$ cat config.mk
export PLATFORM = sky130hd
export DESIGN_NAME = partition_block_to_chs_unit
export DESIGN_NICKNAME = d
export VERILOG_FILES = /design/src/rtl/pbc_pkg.sv /design/src/rtl/pbc_cfg.sv /design/src/rtl/pbc_div.sv /design/src/rtl/partition_block_to_chs_unit.sv
export SDC_FILE = /design/constraint.sdc
export NUM_CORES = 1
export LEC_CHECK = 0
export BUFFER_PORTS_ARGS = -buffer_cell sky130_fd_sc_hd__clkbuf_2
export CAP_MARGIN = 5
export CORE_MARGIN = 2
export CORE_UTILIZATION = 55
export DETAILED_ROUTE_END_ITERATION = 16
export PLACE_DENSITY = 0.82
export SLEW_MARGIN = 20
export SYNTH_ARGS = -nofsm -noshare
export SYNTH_HDL_FRONTEND = slang
export SYNTH_SLANG_ARGS = --single-unit
$ cat constraint.sdc
create_clock -name aclk -period 7.2 [get_ports aclk]
set_input_delay 1.44 -clock aclk [delete_from_list [all_inputs] [get_ports aclk]]
set_output_delay 1.44 -clock aclk [all_outputs]
set_load 0.01 [all_outputs]
$ cat src/rtl/pbc_pkg.sv
package pbc_pkg;

    // sequencer states
    typedef enum logic [2:0] {
        ST_IDLE,
        ST_CHECK,
        ST_DIV_CYL,
        ST_DIV_HEAD,
        ST_EMIT,
        ST_ERROR
    } pbc_state_t;

    // result status codes
    localparam logic [1:0] STATUS_OK    = 2'd0;
    localparam logic [1:0] STATUS_RANGE = 2'd1;
    localparam logic [1:0] STATUS_CYL   = 2'd2;

    // configuration register map
    localparam int unsigned CFG_IDX_W = 3;
    localparam logic [CFG_IDX_W-1:0] REG_PART0 = 3'd0;
    localparam logic [CFG_IDX_W-1:0] REG_HEADS = 3'd4;
    localparam logic [CFG_IDX_W-1:0] REG_SECS  = 3'd5;

    // geometry limits and reset values
    localparam logic [4:0] HEADS_MAX   = 5'd16;
    localparam logic [4:0] HEADS_RESET = 5'd16;
    localparam logic [5:0] SECS_RESET  = 6'd63;

    // divider widths and step counts
    localparam int unsigned DIVD_W = 32;
    localparam int unsigned DIVS_W = 10;
    localparam int unsigned STEP_W = 6;
    localparam logic [STEP_W-1:0] CYL_STEPS  = 6'd32;
    localparam logic [STEP_W-1:0] HEAD_STEPS = 6'd10;

    localparam int unsigned RUN_W = 7;
    localparam int unsigned CYL_W = 16;

    // request to the shared divider
    typedef struct packed {
        logic              start;
        logic [STEP_W-1:0] steps;
    } pbc_div_req_t;

    // effective disk geometry
    typedef struct packed {
        logic [DIVS_W-1:0] per_cyl;
        logic [4:0]        heads;
        logic [5:0]        secs;
    } pbc_geom_t;

endpackage

$ cat src/rtl/pbc_cfg.sv
module pbc_cfg
    import pbc_pkg::*;
#(
    parameter int PARTITIONS = 4
) (
    input  logic                 aclk,
    input  logic                 aresetn,
    input  logic                 wr_en,
    input  logic [CFG_IDX_W-1:0] wr_index,
    input  logic [63:0]          wr_data,
    input  logic [1:0]           part_sel,
    output logic                 part_ok,
    output logic [31:0]          part_start,
    output logic [31:0]          part_length,
    output pbc_geom_t            geom
);

    logic [63:0] extent_reg [PARTITIONS];
    logic [4:0]  heads_reg;
    logic [5:0]  secs_reg;
    logic [4:0]  heads_eff;
    logic [5:0]  secs_eff;
    logic [10:0] per_cyl_full;

    // register writes
    always_ff @(posedge aclk) begin
        if (!aresetn) begin
            for (int i = 0; i < PARTITIONS; i++) begin
                extent_reg[i] <= '0;
            end
            heads_reg <= HEADS_RESET;
            secs_reg  <= SECS_RESET;
        end else if (wr_en) begin
            for (int i = 0; i < PARTITIONS; i++) begin
                if (wr_index == REG_PART0 + CFG_IDX_W'(i)) begin
                    extent_reg[i] <= wr_data;
                end
            end
            if (wr_index == REG_HEADS) begin
                heads_reg <= wr_data[4:0];
            end
            if (wr_index == REG_SECS) begin
                secs_reg <= wr_data[5:0];
            end
        end
    end

    // partition lookup
    always_comb begin
        part_ok     = 1'b0;
        part_start  = '0;
        part_length = '0;
        for (int i = 0; i < PARTITIONS; i++) begin
            if (part_sel == 2'(i)) begin
                part_ok     = 1'b1;
                part_start  = extent_reg[i][31:0];
                part_length = extent_reg[i][63:32];
            end
        end
    end

    // clamp degenerate geometry
    always_comb begin
        if (heads_reg == '0) begin
            heads_eff = 5'd1;
        end else if (heads_reg > HEADS_MAX) begin
            heads_eff = HEADS_MAX;
        end else begin
            heads_eff = heads_reg;
        end
        secs_eff     = (secs_reg == '0) ? 6'd1 : secs_reg;
        per_cyl_full = 11'(heads_eff) * 11'(secs_eff);
        geom.per_cyl = per_cyl_full[DIVS_W-1:0];
        geom.heads   = heads_eff;
        geom.secs    = secs_eff;
    end

endmodule

$ cat src/rtl/pbc_div.sv
module pbc_div
    import pbc_pkg::*;
(
    input  logic              aclk,
    input  logic              aresetn,
    input  pbc_div_req_t      req,
    input  logic [DIVD_W-1:0] dividend,
    input  logic [DIVS_W-1:0] divisor,
    output logic              done,
    output logic [DIVD_W-1:0] quotient,
    output logic [DIVS_W-1:0] remainder
);

    logic              busy_reg;
    logic              done_reg;
    logic [STEP_W-1:0] cnt_reg;
    logic [DIVD_W-1:0] dq_reg;
    logic [DIVS_W-1:0] rem_reg;
    logic [DIVS_W-1:0] dvs_reg;
    logic [DIVS_W:0]   trial;
    logic              fits;

    // one restoring step: shift in next dividend bit, subtract if it fits
    assign trial = {rem_reg, dq_reg[DIVD_W-1]};
    assign fits  = trial >= {1'b0, dvs_reg};

    always_ff @(posedge aclk) begin
        if (!aresetn) begin
            busy_reg <= 1'b0;
            done_reg <= 1'b0;
            cnt_reg  <= '0;
        end else begin
            done_reg <= 1'b0;
            if (req.start) begin
                busy_reg <= 1'b1;
                cnt_reg  <= req.steps;
            end else if (busy_reg) begin
                cnt_reg <= cnt_reg - 1'b1;
                if (cnt_reg == STEP_W'(1)) begin
                    busy_reg <= 1'b0;
                    done_reg <= 1'b1;
                end
            end
        end
    end

    // datapath, divisor held for the whole division
    always_ff @(posedge aclk) begin
        if (req.start) begin
            dq_reg  <= dividend;
            rem_reg <= '0;
            dvs_reg <= divisor;
        end else if (busy_reg) begin
            dq_reg  <= {dq_reg[DIVD_W-2:0], fits};
            rem_reg <= fits ? DIVS_W'(trial - {1'b0, dvs_reg}) : trial[DIVS_W-1:0];
        end
    end

    assign done      = done_reg;
    assign quotient  = dq_reg;
    assign remainder = rem_reg;

endmodule

$ cat src/rtl/partition_block_to_chs_unit.sv
// Translates a partition-relative block run into cylinder/head/sector results.
// A request is checked against the partition length, offset by the partition
// start, then divided once by heads*sectors and once by sectors on a shared
// one-bit-per-cycle divider; later blocks of the run are stepped by counting.
// An out-of-range request passes the check and error states to its range
// error result; an in-range one runs both divisions before its first block
// result, then one result per cycle while m_ready is high. s_ready is high
// only between requests. Register writes are taken at any time but are meant
// for idle periods.
module partition_block_to_chs_unit
    import pbc_pkg::*;
#(
    parameter int MAX_RUN    = 64,
    parameter int PARTITIONS = 4
) (
    input  logic                 aclk,
    input  logic                 aresetn,
    // configuration
    input  logic                 cfg_valid,
    output logic                 cfg_ready,
    input  logic [CFG_IDX_W-1:0] cfg_index,
    input  logic [63:0]          cfg_data,
    // request
    input  logic                 s_valid,
    output logic                 s_ready,
    input  logic                 s_drive_number,
    input  logic [1:0]           s_partition_index,
    input  logic [31:0]          s_first_block,
    input  logic [RUN_W-1:0]     s_block_count,
    // results
    output logic                 m_valid,
    input  logic                 m_ready,
    output logic                 m_drive_out,
    output logic [CYL_W-1:0]     m_cylinder,
    output logic [3:0]           m_head,
    output logic [5:0]           m_sector,
    output logic [1:0]           m_status,
    output logic                 m_last
);

    localparam int RUN_CAP = (MAX_RUN < 64) ? MAX_RUN : 64;

    pbc_state_t state_reg, state_next;

    logic              drive_reg;
    logic [1:0]        part_reg;
    logic [31:0]       first_reg;
    logic [RUN_W-1:0]  remain_reg, remain_next;
    logic [CYL_W:0]    cyl_reg, cyl_next;
    logic [3:0]        head_reg, head_next;
    logic [5:0]        sec_reg, sec_next;
    logic [1:0]        err_reg, err_next;

    logic              m_valid_reg;
    logic              m_drive_reg;
    logic [CYL_W-1:0]  m_cyl_reg;
    logic [3:0]        m_head_reg;
    logic [5:0]        m_sec_reg;
    logic [1:0]        m_status_reg;
    logic              m_last_reg;

    logic              out_free;
    logic              out_load;
    logic [CYL_W-1:0]  out_cyl;
    logic [3:0]        out_head;
    logic [5:0]        out_sec;
    logic [1:0]        out_status;
    logic              out_last;

    logic              accept;
    logic [RUN_W-1:0]  count_eff;
    logic              part_ok;
    logic [31:0]       part_start;
    logic [31:0]       part_length;
    pbc_geom_t         geom;
    logic              in_range;
    logic              cyl_over;

    pbc_div_req_t      div_req;
    logic [DIVD_W-1:0] div_dividend;
    logic [DIVS_W-1:0] div_divisor;
    logic              div_done;
    logic [DIVD_W-1:0] div_quot;
    logic [DIVS_W-1:0] div_rem;

    assign cfg_ready = 1'b1;
    assign accept    = s_valid && s_ready;
    assign out_free  = !m_valid_reg || m_ready;
    assign count_eff = (s_block_count > RUN_W'(RUN_CAP)) ? RUN_W'(RUN_CAP) : s_block_count;
    assign in_range  = part_ok && (first_reg < part_length);
    assign cyl_over  = div_quot[DIVD_W-1:CYL_W] != '0;

    pbc_cfg #(
        .PARTITIONS (PARTITIONS)
    ) u_cfg (
        .aclk        (aclk),
        .aresetn     (aresetn),
        .wr_en       (cfg_valid && cfg_ready),
        .wr_index    (cfg_index),
        .wr_data     (cfg_data),
        .part_sel    (part_reg),
        .part_ok     (part_ok),
        .part_start  (part_start),
        .part_length (part_length),
        .geom        (geom)
    );

    pbc_div u_div (
        .aclk      (aclk),
        .aresetn   (aresetn),
        .req       (div_req),
        .dividend  (div_dividend),
        .divisor   (div_divisor),
        .done      (div_done),
        .quotient  (div_quot),
        .remainder (div_rem)
    );

    // next state
    always_comb begin
        state_next = state_reg;
        case (state_reg)
            ST_IDLE: begin
                if (accept) begin
                    state_next = ST_CHECK;
                end
            end
            ST_CHECK: begin
                if (remain_reg == '0) begin
                    state_next = ST_IDLE;
                end else if (!in_range) begin
                    state_next = ST_ERROR;
                end else begin
                    state_next = ST_DIV_CYL;
                end
            end
            ST_DIV_CYL: begin
                if (div_done) begin
                    state_next = cyl_over ? ST_ERROR : ST_DIV_HEAD;
                end
            end
            ST_DIV_HEAD: begin
                if (div_done) begin
                    state_next = ST_EMIT;
                end
            end
            ST_EMIT: begin
                if (out_free && (cyl_reg[CYL_W] || remain_reg == RUN_W'(1))) begin
                    state_next = ST_IDLE;
                end
            end
            ST_ERROR: begin
                if (out_free) begin
                    state_next = ST_IDLE;
                end
            end
            default: state_next = ST_IDLE;
        endcase
    end

    // outputs and datapath next values
    always_comb begin
        s_ready      = 1'b0;
        div_req      = '0;
        div_dividend = part_start + first_reg;
        div_divisor  = geom.per_cyl;
        out_load     = 1'b0;
        out_cyl      = '0;
        out_head     = '0;
        out_sec      = '0;
        out_status   = STATUS_OK;
        out_last     = 1'b1;
        remain_next  = remain_reg;
        cyl_next     = cyl_reg;
        head_next    = head_reg;
        sec_next     = sec_reg;
        err_next     = err_reg;
        case (state_reg)
            ST_IDLE: begin
                s_ready = 1'b1;
                if (accept) begin
                    remain_next = count_eff;
                end
            end
            ST_CHECK: begin
                if (remain_reg != '0) begin
                    if (!in_range) begin
                        err_next = STATUS_RANGE;
                    end else begin
                        div_req.start = 1'b1;
                        div_req.steps = CYL_STEPS;
                    end
                end
            end
            ST_DIV_CYL: begin
                div_dividend = {div_rem, {(DIVD_W-DIVS_W){1'b0}}};
                div_divisor  = DIVS_W'(geom.secs);
                if (div_done) begin
                    if (cyl_over) begin
                        err_next = STATUS_CYL;
                    end else begin
                        cyl_next      = {1'b0, div_quot[CYL_W-1:0]};
                        div_req.start = 1'b1;
                        div_req.steps = HEAD_STEPS;
                    end
                end
            end
            ST_DIV_HEAD: begin
                if (div_done) begin
                    head_next = div_quot[3:0];
                    sec_next  = div_rem[5:0];
                end
            end
            ST_EMIT: begin
                out_load = out_free;
                if (cyl_reg[CYL_W]) begin
                    out_status = STATUS_CYL;
                end else begin
                    out_cyl  = cyl_reg[CYL_W-1:0];
                    out_head = head_reg;
                    out_sec  = sec_reg + 6'd1;
                    out_last = remain_reg == RUN_W'(1);
                end
                // step to the next block of the run
                if (out_free) begin
                    remain_next = remain_reg - 1'b1;
                    if (sec_reg == geom.secs - 6'd1) begin
                        sec_next = '0;
                        if ({1'b0, head_reg} == geom.heads - 5'd1) begin
                            head_next = '0;
                            cyl_next  = cyl_reg + 1'b1;
                        end else begin
                            head_next = head_reg + 4'd1;
                        end
                    end else begin
                        sec_next = sec_reg + 6'd1;
                    end
                end
            end
            ST_ERROR: begin
                out_load   = out_free;
                out_status = err_reg;
            end
            default: ;
        endcase
    end

    // sequencer and run state
    always_ff @(posedge aclk) begin
        if (!aresetn) begin
            state_reg  <= ST_IDLE;
            remain_reg <= '0;
        end else begin
            state_reg  <= state_next;
            remain_reg <= remain_next;
        end
    end

    // request capture and block position
    always_ff @(posedge aclk) begin
        if (accept) begin
            drive_reg <= s_drive_number;
            part_reg  <= s_partition_index;
            first_reg <= s_first_block;
        end
        cyl_reg  <= cyl_next;
        head_reg <= head_next;
        sec_reg  <= sec_next;
        err_reg  <= err_next;
    end

    // result register
    always_ff @(posedge aclk) begin
        if (!aresetn) begin
            m_valid_reg <= 1'b0;
        end else if (out_load) begin
            m_valid_reg <= 1'b1;
        end else if (m_ready) begin
            m_valid_reg <= 1'b0;
        end
    end

    always_ff @(posedge aclk) begin
        if (out_load) begin
            m_drive_reg  <= drive_reg;
            m_cyl_reg    <= out_cyl;
            m_head_reg   <= out_head;
            m_sec_reg    <= out_sec;
            m_status_reg <= out_status;
            m_last_reg   <= out_last;
        end
    end

    assign m_valid     = m_valid_reg;
    assign m_drive_out = m_drive_reg;
    assign m_cylinder  = m_cyl_reg;
    assign m_head      = m_head_reg;
    assign m_sector    = m_sec_reg;
    assign m_status    = m_status_reg;
    assign m_last      = m_last_reg;

endmodule

### After elaboration in Yosys (flattened, before gate mapping)

Memories as Yosys holds them, arrays and structs flattened.
Index checks and enable logic that the tools add are counted.

| storage, ports and cells | value |
|---|---|
| input bits | 114 |
| memories | 1 |
| bits in writable memories | 256 |
| output and inout bits | 33 |
| logic and storage cells | 198 |
| register bits | 176 |

Memory list:

| memory | words | bits a word | rd ports | clocked after Yosys merged registers in | wr ports | line | text |
|---|---|---|---|---|---|---|---|
| u_cfg.extent_reg | 4 | 64 | 4 | 0 | 4 | pbc_cfg.sv:18 | `logic [63:0] extent_reg [PARTITIONS];` |

| operators by class | value |
|---|---|
| add/subtract/negate cells | 9 |
| bitwise logic cells | 7 |
| $mul | 1 |
| $lt $le $gt $ge | 4 |
| eq/ne operators | 29 |
| reductions and logical operators | 31 |
| multiplexer cells | 91 |

Operator list:

| operator | count |
|---|---|
| two-way mux 32 bit | 11 |
| two-way mux 64 bit | 4 |
| two-way mux 17 bit | 5 |
| two-way mux 7 bit | 7 |
| two-way mux 6 bit | 7 |
| one-hot mux 17 bit (2 select lines) | 1 |
| adder 32 bit | 1 |
| < comparator 32 bit | 1 |
| two-way mux 1 bit | 29 |
| one-hot mux 7 bit (2 select lines) | 2 |
| two-way mux 3 bit | 8 |
| inequality test 2 bit, second input constant | 10 |
| one-hot mux 3 bit (6 select lines) | 1 |
| adder 17 x 1 -> 17 bit, second input constant | 1 |
| two-way mux 4 bit | 4 |
| nonzero test 16 bit | 1 |
| == test 3 x 2 -> 1 bit, second input constant | 4 |
| == test 3 bit, second input constant | 4 |
| one-hot mux 6 bit (2 select lines) | 1 |
| nonzero test 2 bit | 6 |
| subtractor 6 x 1 -> 6 bit, second input constant | 2 |
| greater-or-equal comparator 11 x 10 -> 1 bit | 1 |
| multiplier 5 x 6 -> 10 bit | 1 |
| two-way mux 10 bit | 1 |
| 37 further kinds | 59 |

### Logic depth before layout (Yosys ltp)

| depth | value |
|---|---|
| depth in word-level cells | 11 |
| gate-level depth with buffers | 21 |
| gate-level depth less buffers | 20 |

### By module

A second synthesis with hierarchy kept.

| unflattened totals | value |
|---|---|
| cells, all modules | 1818 |
| area total of the unflattened synthesis | 22878.2 µm² |

By module, submodules not included:

| module | area an instance (µm²) | seq. area each (µm²) | instances | cells each |
|---|---|---|---|---|
| pbc_cfg | 12406.9 | 7907.6 | 1 | 781 |
| partition_block_to_chs_unit | 7389.6 | 3042.9 | 1 | 785 |
| pbc_div | 3081.7 | 1621.6 | 1 | 252 |

### Worst setup path after synthesis

Ideal clock, no wire load.

| timing path | value |
|---|---|
| kind | input-to-reg |
| start | input port cfg_index[0] |
| end | memory u_cfg.extent_reg[0][0], enable pin |
| slack | 0.244 ns |
| arrival | 6.374 ns |
| cell stages on the path | 2 |
| data required time | 6.618 ns |
| buffers on the path | 0 |
| setup time | 0.582 ns |
| cells stage by stage | nand2b_1 -> o31ai_1 |

RTL lines:

| item | line | text |
|---|---|---|
| start, declared | partition_block_to_chs_unit.sv:21 | `input logic [CFG_IDX_W-1:0] cfg_index,` |
| end, declared | pbc_cfg.sv:18 |  |

### Worst setup path in the final report

| timing path | value |
|---|---|
| start | register part_reg[0] |
| end | register u_div.dq_reg[31] (netlist: u_div.quotient[31]), enable pin |

| on the way | value |
|---|---|
| longest elaborated chain between the ends | 11 |
| elaborated cells between the ends (all ways) | 18 |
| those cells by class | order compare (1); eq/ne (3); mux (11); reduce/logical (3) |

RTL lines:

| item | line | text |
|---|---|---|
| start, declared | partition_block_to_chs_unit.sv:46 | `logic [1:0] part_reg;` |
| start signal, assigned | partition_block_to_chs_unit.sv:263 | `part_reg <= s_partition_index;` |
| zero test 2 bit | pbc_cfg.sv:54 | `if (part_sel == 2'(i)) begin` |
| two-way mux 32 bit (4 in series) | pbc_cfg.sv:54 |  |
| < comparator 32 bit | partition_block_to_chs_unit.sv:90 | `assign in_range = part_ok && (first_reg < part_length);` |
| logical AND 1 bit (*) | partition_block_to_chs_unit.sv:90 |  |
| two-way mux 7 bit (*) | partition_block_to_chs_unit.sv:187 | `if (!in_range) begin` |
| two-way mux 7 bit (*) | partition_block_to_chs_unit.sv:186 | `if (remain_reg != '0) begin` |
| one-hot mux 7 bit (2 select lines) (*) | partition_block_to_chs_unit.sv:178 | `case (state_reg)` |
| nonzero test 2 bit (no line) (*) | n/a |  |
| end signal, assigned | pbc_div.sv:50 | `dq_reg <= dividend;` |
| end signal, assigned | pbc_div.sv:54 | `dq_reg <= {dq_reg[DIVD_W-2:0], fits};` |
| end, declared | pbc_div.sv:17 | `logic [DIVD_W-1:0] dq_reg;` |

Mark *: on every way between the ends. The rest lies on a longest branch, timed or not.
A chain may end at the register's enable or synchronous reset.

==> run_results.csv <==
group,metric,value,unit
min_path,min-delay-path-class,"reg2reg",
timing,timing.final.crit_share,73.6,%
yosys,yosysUniqueCellTypes,68,
setup_path,cp_slowest_cell,"edfxtp_1",
clock_network,cts_root_buf,"clkbuf_16",
grt,grt_pass1_vias,14714,
clock_network,tritoncts,"done",
timing,slew_headroom,29.8,%
setup_path,r2r_cells,12,
clock_network,post_cts_resized,0,
final_layout,multi_input_area,9100,um2
yosys,synth_top_area_cell,"edfxtp_1",
floorplanning,die_h,205,um
floorplanning,coreArea,39800,um2
setup_path,crit_type,"reg2reg",
timing,rsz0062_at_grt,"no",
floorplanning,io_pins,147,
final_layout,area_growth,12.9,%
clock_network,clk_latency,0.58,ns
setup_path,r2r-end,"u_div.quotient[31]$_DFFE_PP_",
setup_path,end_kind,"register",
yosys,synth_top_area_share,52.9,%
placement,io_buffers,145,
timing,timing.hold.ws,0.422,ns
clock_network,cts_setup_buffers,0,
yosys,ys_ff_latch,432,
setup_path,cp_max_fo,69,
setup_path,critPathLaunchType,"register",
yosys,syn_area_per_cell,12.4,um2
yosys,syn_inst,1800,
grt,antenna_found_initial,7,
final_layout,largest_reg_flops,256,
floorplanning,die_w,205,um
timing,worst_pin_slew,1.05,ns
clock_network,ctsHoldBuffers,0,
detailed_routing,dr.pass1.iters,5,
setup_path,endpoint,"u_div.quotient[31]$_DFFE_PP_",
floorplanning,die-area,42100,um2
clock_network,cts_sinks,432,
detailed_routing,vias,14778,
yosys,synth_nets,2026,
grt,grt_max_degree,70,
timing,slew_viol_final,0,
placement,place.gp.congestion,0.898,
timing,finalSetupViolCount,0,
setup_path,cp_data_arrival_time,5.61,ns
power,ir_drop,0.255,mV
power,power.density,352,nW/um2
timing,hold_viol_final,0,
setup_path,r2r_slack,1.90,ns
timing,setup_tns,0,ns
final_layout,finalNetCount,2154,
yosys,synth_edf_count,392,
detailed_routing,wl_met1,20.6,mm
final_layout,register_area,12600,um2
placement,dp_hpwl,33.6,mm
yosys,netlist_area,22300,um2
setup_path,critical_path_required,7.51,ns
timing,worst_slack,1.90,ns
clock_network,clockBufferDepth,3,
setup_path,r2r-start,"part_reg[0]$_DFFE_PP_",
timing,skew,0.0172,ns
yosys,synthArstFlopShare,0,%
timing,period_needed,5.30,ns
yosys,ys_top_cells_by_area,"edfxtp_1, and2_1, mux4_2",
timing,fmax,189,MHz
grt,grt_usage,24.9,%
detailed_routing,wl_met2,24.9,mm
detailed_routing,drt_iter0_drc,1231,
clock_network,cts_buffers,44,
run,maxCapViolCount,0,
placement,dp_slack,1.97,ns
detailed_routing,viasPerCell,5.93,
detailed_routing,ant_nets,0,
grt,grt_overflow,0,
power,p_leak,9.81,nW
final_layout,drive_gt1_share,16.2,%
detailed_routing,top_layer,"met5",
yosys,ys_warn_count,0,
setup_path,startpoint,"part_reg[0]$_DFFE_PP_",
grt,grt_pass1_wl,79.9,mm
yosys,synth_ff_type,"edfxtp_1",
clock_network,htree_levels,2,
yosys,ys_seq_area_share,56.5,%
detailed_routing,wl_per_cell,20.7,um
detailed_routing,route.met3.wl,4.50,mm
floorplanning,std_cell_rows,73,
setup_path,cp_slowest_stage_delay,0.86,ns
setup_path,path_common_cell,"buf_4",
final_layout,fillCellCount,2956,
floorplanning,start_util,55.9,%
setup_path,worstPathCellList,"buf_12, mux4_2, inv_1, ha_1, nand4_1, or3_1, a2111oi_2, nor4_2, a21oi_4, buf_4, nand2b_1, buf_4",
clock_network,path_clk_slew,0.06,ns
run_status,status,"completed",
detailed_routing,drt_drc_violations_left,0,
detailed_routing,wirelength,51.6,mm
worst min-delay path by stage:
stage,endpoint,cells after the start,slack (ns),startpoint
2_1_floorplan,m_drive_out$_DFFE_PP_,0,0.40,drive_reg$_DFFE_PP_
3_3_place_gp,m_drive_out$_DFFE_PP_,0,0.42,drive_reg$_DFFE_PP_
3_5_place_dp,m_drive_out$_DFFE_PP_,0,0.41,drive_reg$_DFFE_PP_
4_1_cts,m_drive_out$_DFFE_PP_,0,0.43,drive_reg$_DFFE_PP_
5_1_grt,m_drive_out$_DFFE_PP_,0,0.45,drive_reg$_DFFE_PP_
6_report,m_drive_out$_DFFE_PP_,0,0.42,drive_reg$_DFFE_PP_
power breakdown:
part           leakage [nW]  total [W]  internal (W)  switching, W
sequential             4.07    0.00358       0.00329      0.000295
clock                 0.756    0.00247       0.00151      0.000960
combinational          4.98    0.00281       0.00111       0.00169
cell type report:
cell class / instances / area share [%]
flip-flops and latches: 432 / 50.0
multi-input cells: 1195 / 36.2
clock buffers: 65 / 5.06
repair buffers: 163 / 3.47
well taps: 525 / 2.61
inverters: 92 / 1.37
clock inverters: 17 / 1.18
diodes: 5 / 0.0498
Yosys cell counts (8+ instances only):
master,count
nand2b_1,20
o31ai_1,29
xnor2_1,38
nor2b_1,16
ha_1,99
o21ai_0,65
fa_1,13
mux4_2,64
dfxtp_1,40
a21o_1,34
a211oi_1,8
nand4_1,16
nor3_1,21
xor2_1,38
nand2_1,139
nand3_1,22
inv_1,91
edfxtp_1,392
clkbuf_1,65
and2_1,287
a21oi_1,83
nor2_1,84
mux2i_1,15
layer usage:
layer / vias to the layer above / GRT usage [%]
li1: 6790 / -
met1: 7174 / 31.8
met2: 695 / 41.3
met3: 115 / 6.07
met4: 4 / 9.74
met5: - / 0
critical path: cells and delay by family, from the launching register on:
| kind | cells | cell delay (ns) |
|---|---|---|
| buffers and inverters | 4 | 1.42 |
| DFF | 1 | 0.86 |
| AOI/OAI and AO/OA | 2 | 0.65 |
| and+or+nand+nor | 4 | 1.34 |
| muxes | 1 | 0.55 |
| adders and majority gates | 1 | 0.14 |
stage by stage:
step / cells / util, % / total power [W] / cell area [um2]
floorplan: 1800 / - / 0.00573 / 22300
global placement: 2407 / 59.1 / 0.00624 / 23500
detailed placement: 2407 / 59.1 / 0.00635 / 23500
CTS: 2489 / 63.1 / 0.00883 / 25100
global route: 2492 / 63.1 / 0.00932 / 25100
finish: 2494 / 63.1 / 0.00886 / 25100
placed cells by master, fill, tap and decap left out, types with 34 or more instances in the layout:
cell type and instances:
and2_1 286, clkbuf_16 46, a21o_1 34, xor2_1 38, dfxtp_1 40, ha_1 99
a21oi_1 83, nand2_1 139, xnor2_1 38, mux4_2 64, edfxtp_1 392, inv_1 90
o21ai_0 62, clkbuf_2 145, nor2_1 81
logic make-up after synthesis:
logic type | after synthesis | synth area share (%)
AND/OR/NAND/NOR | 643 | 15.5
flip-flops | 432 | 56.5
AO/OA/AOI/OAI | 281 | 7.97
buffers and inverters | 173 | 3.03
adder cells (fa/ha/maj) | 112 | 6.73
multiplexers | 82 | 7.30
XOR/XNOR | 76 | 2.99
other | 1 | 0.0168
Note: power is estimated with default switching activity, not from simulation.
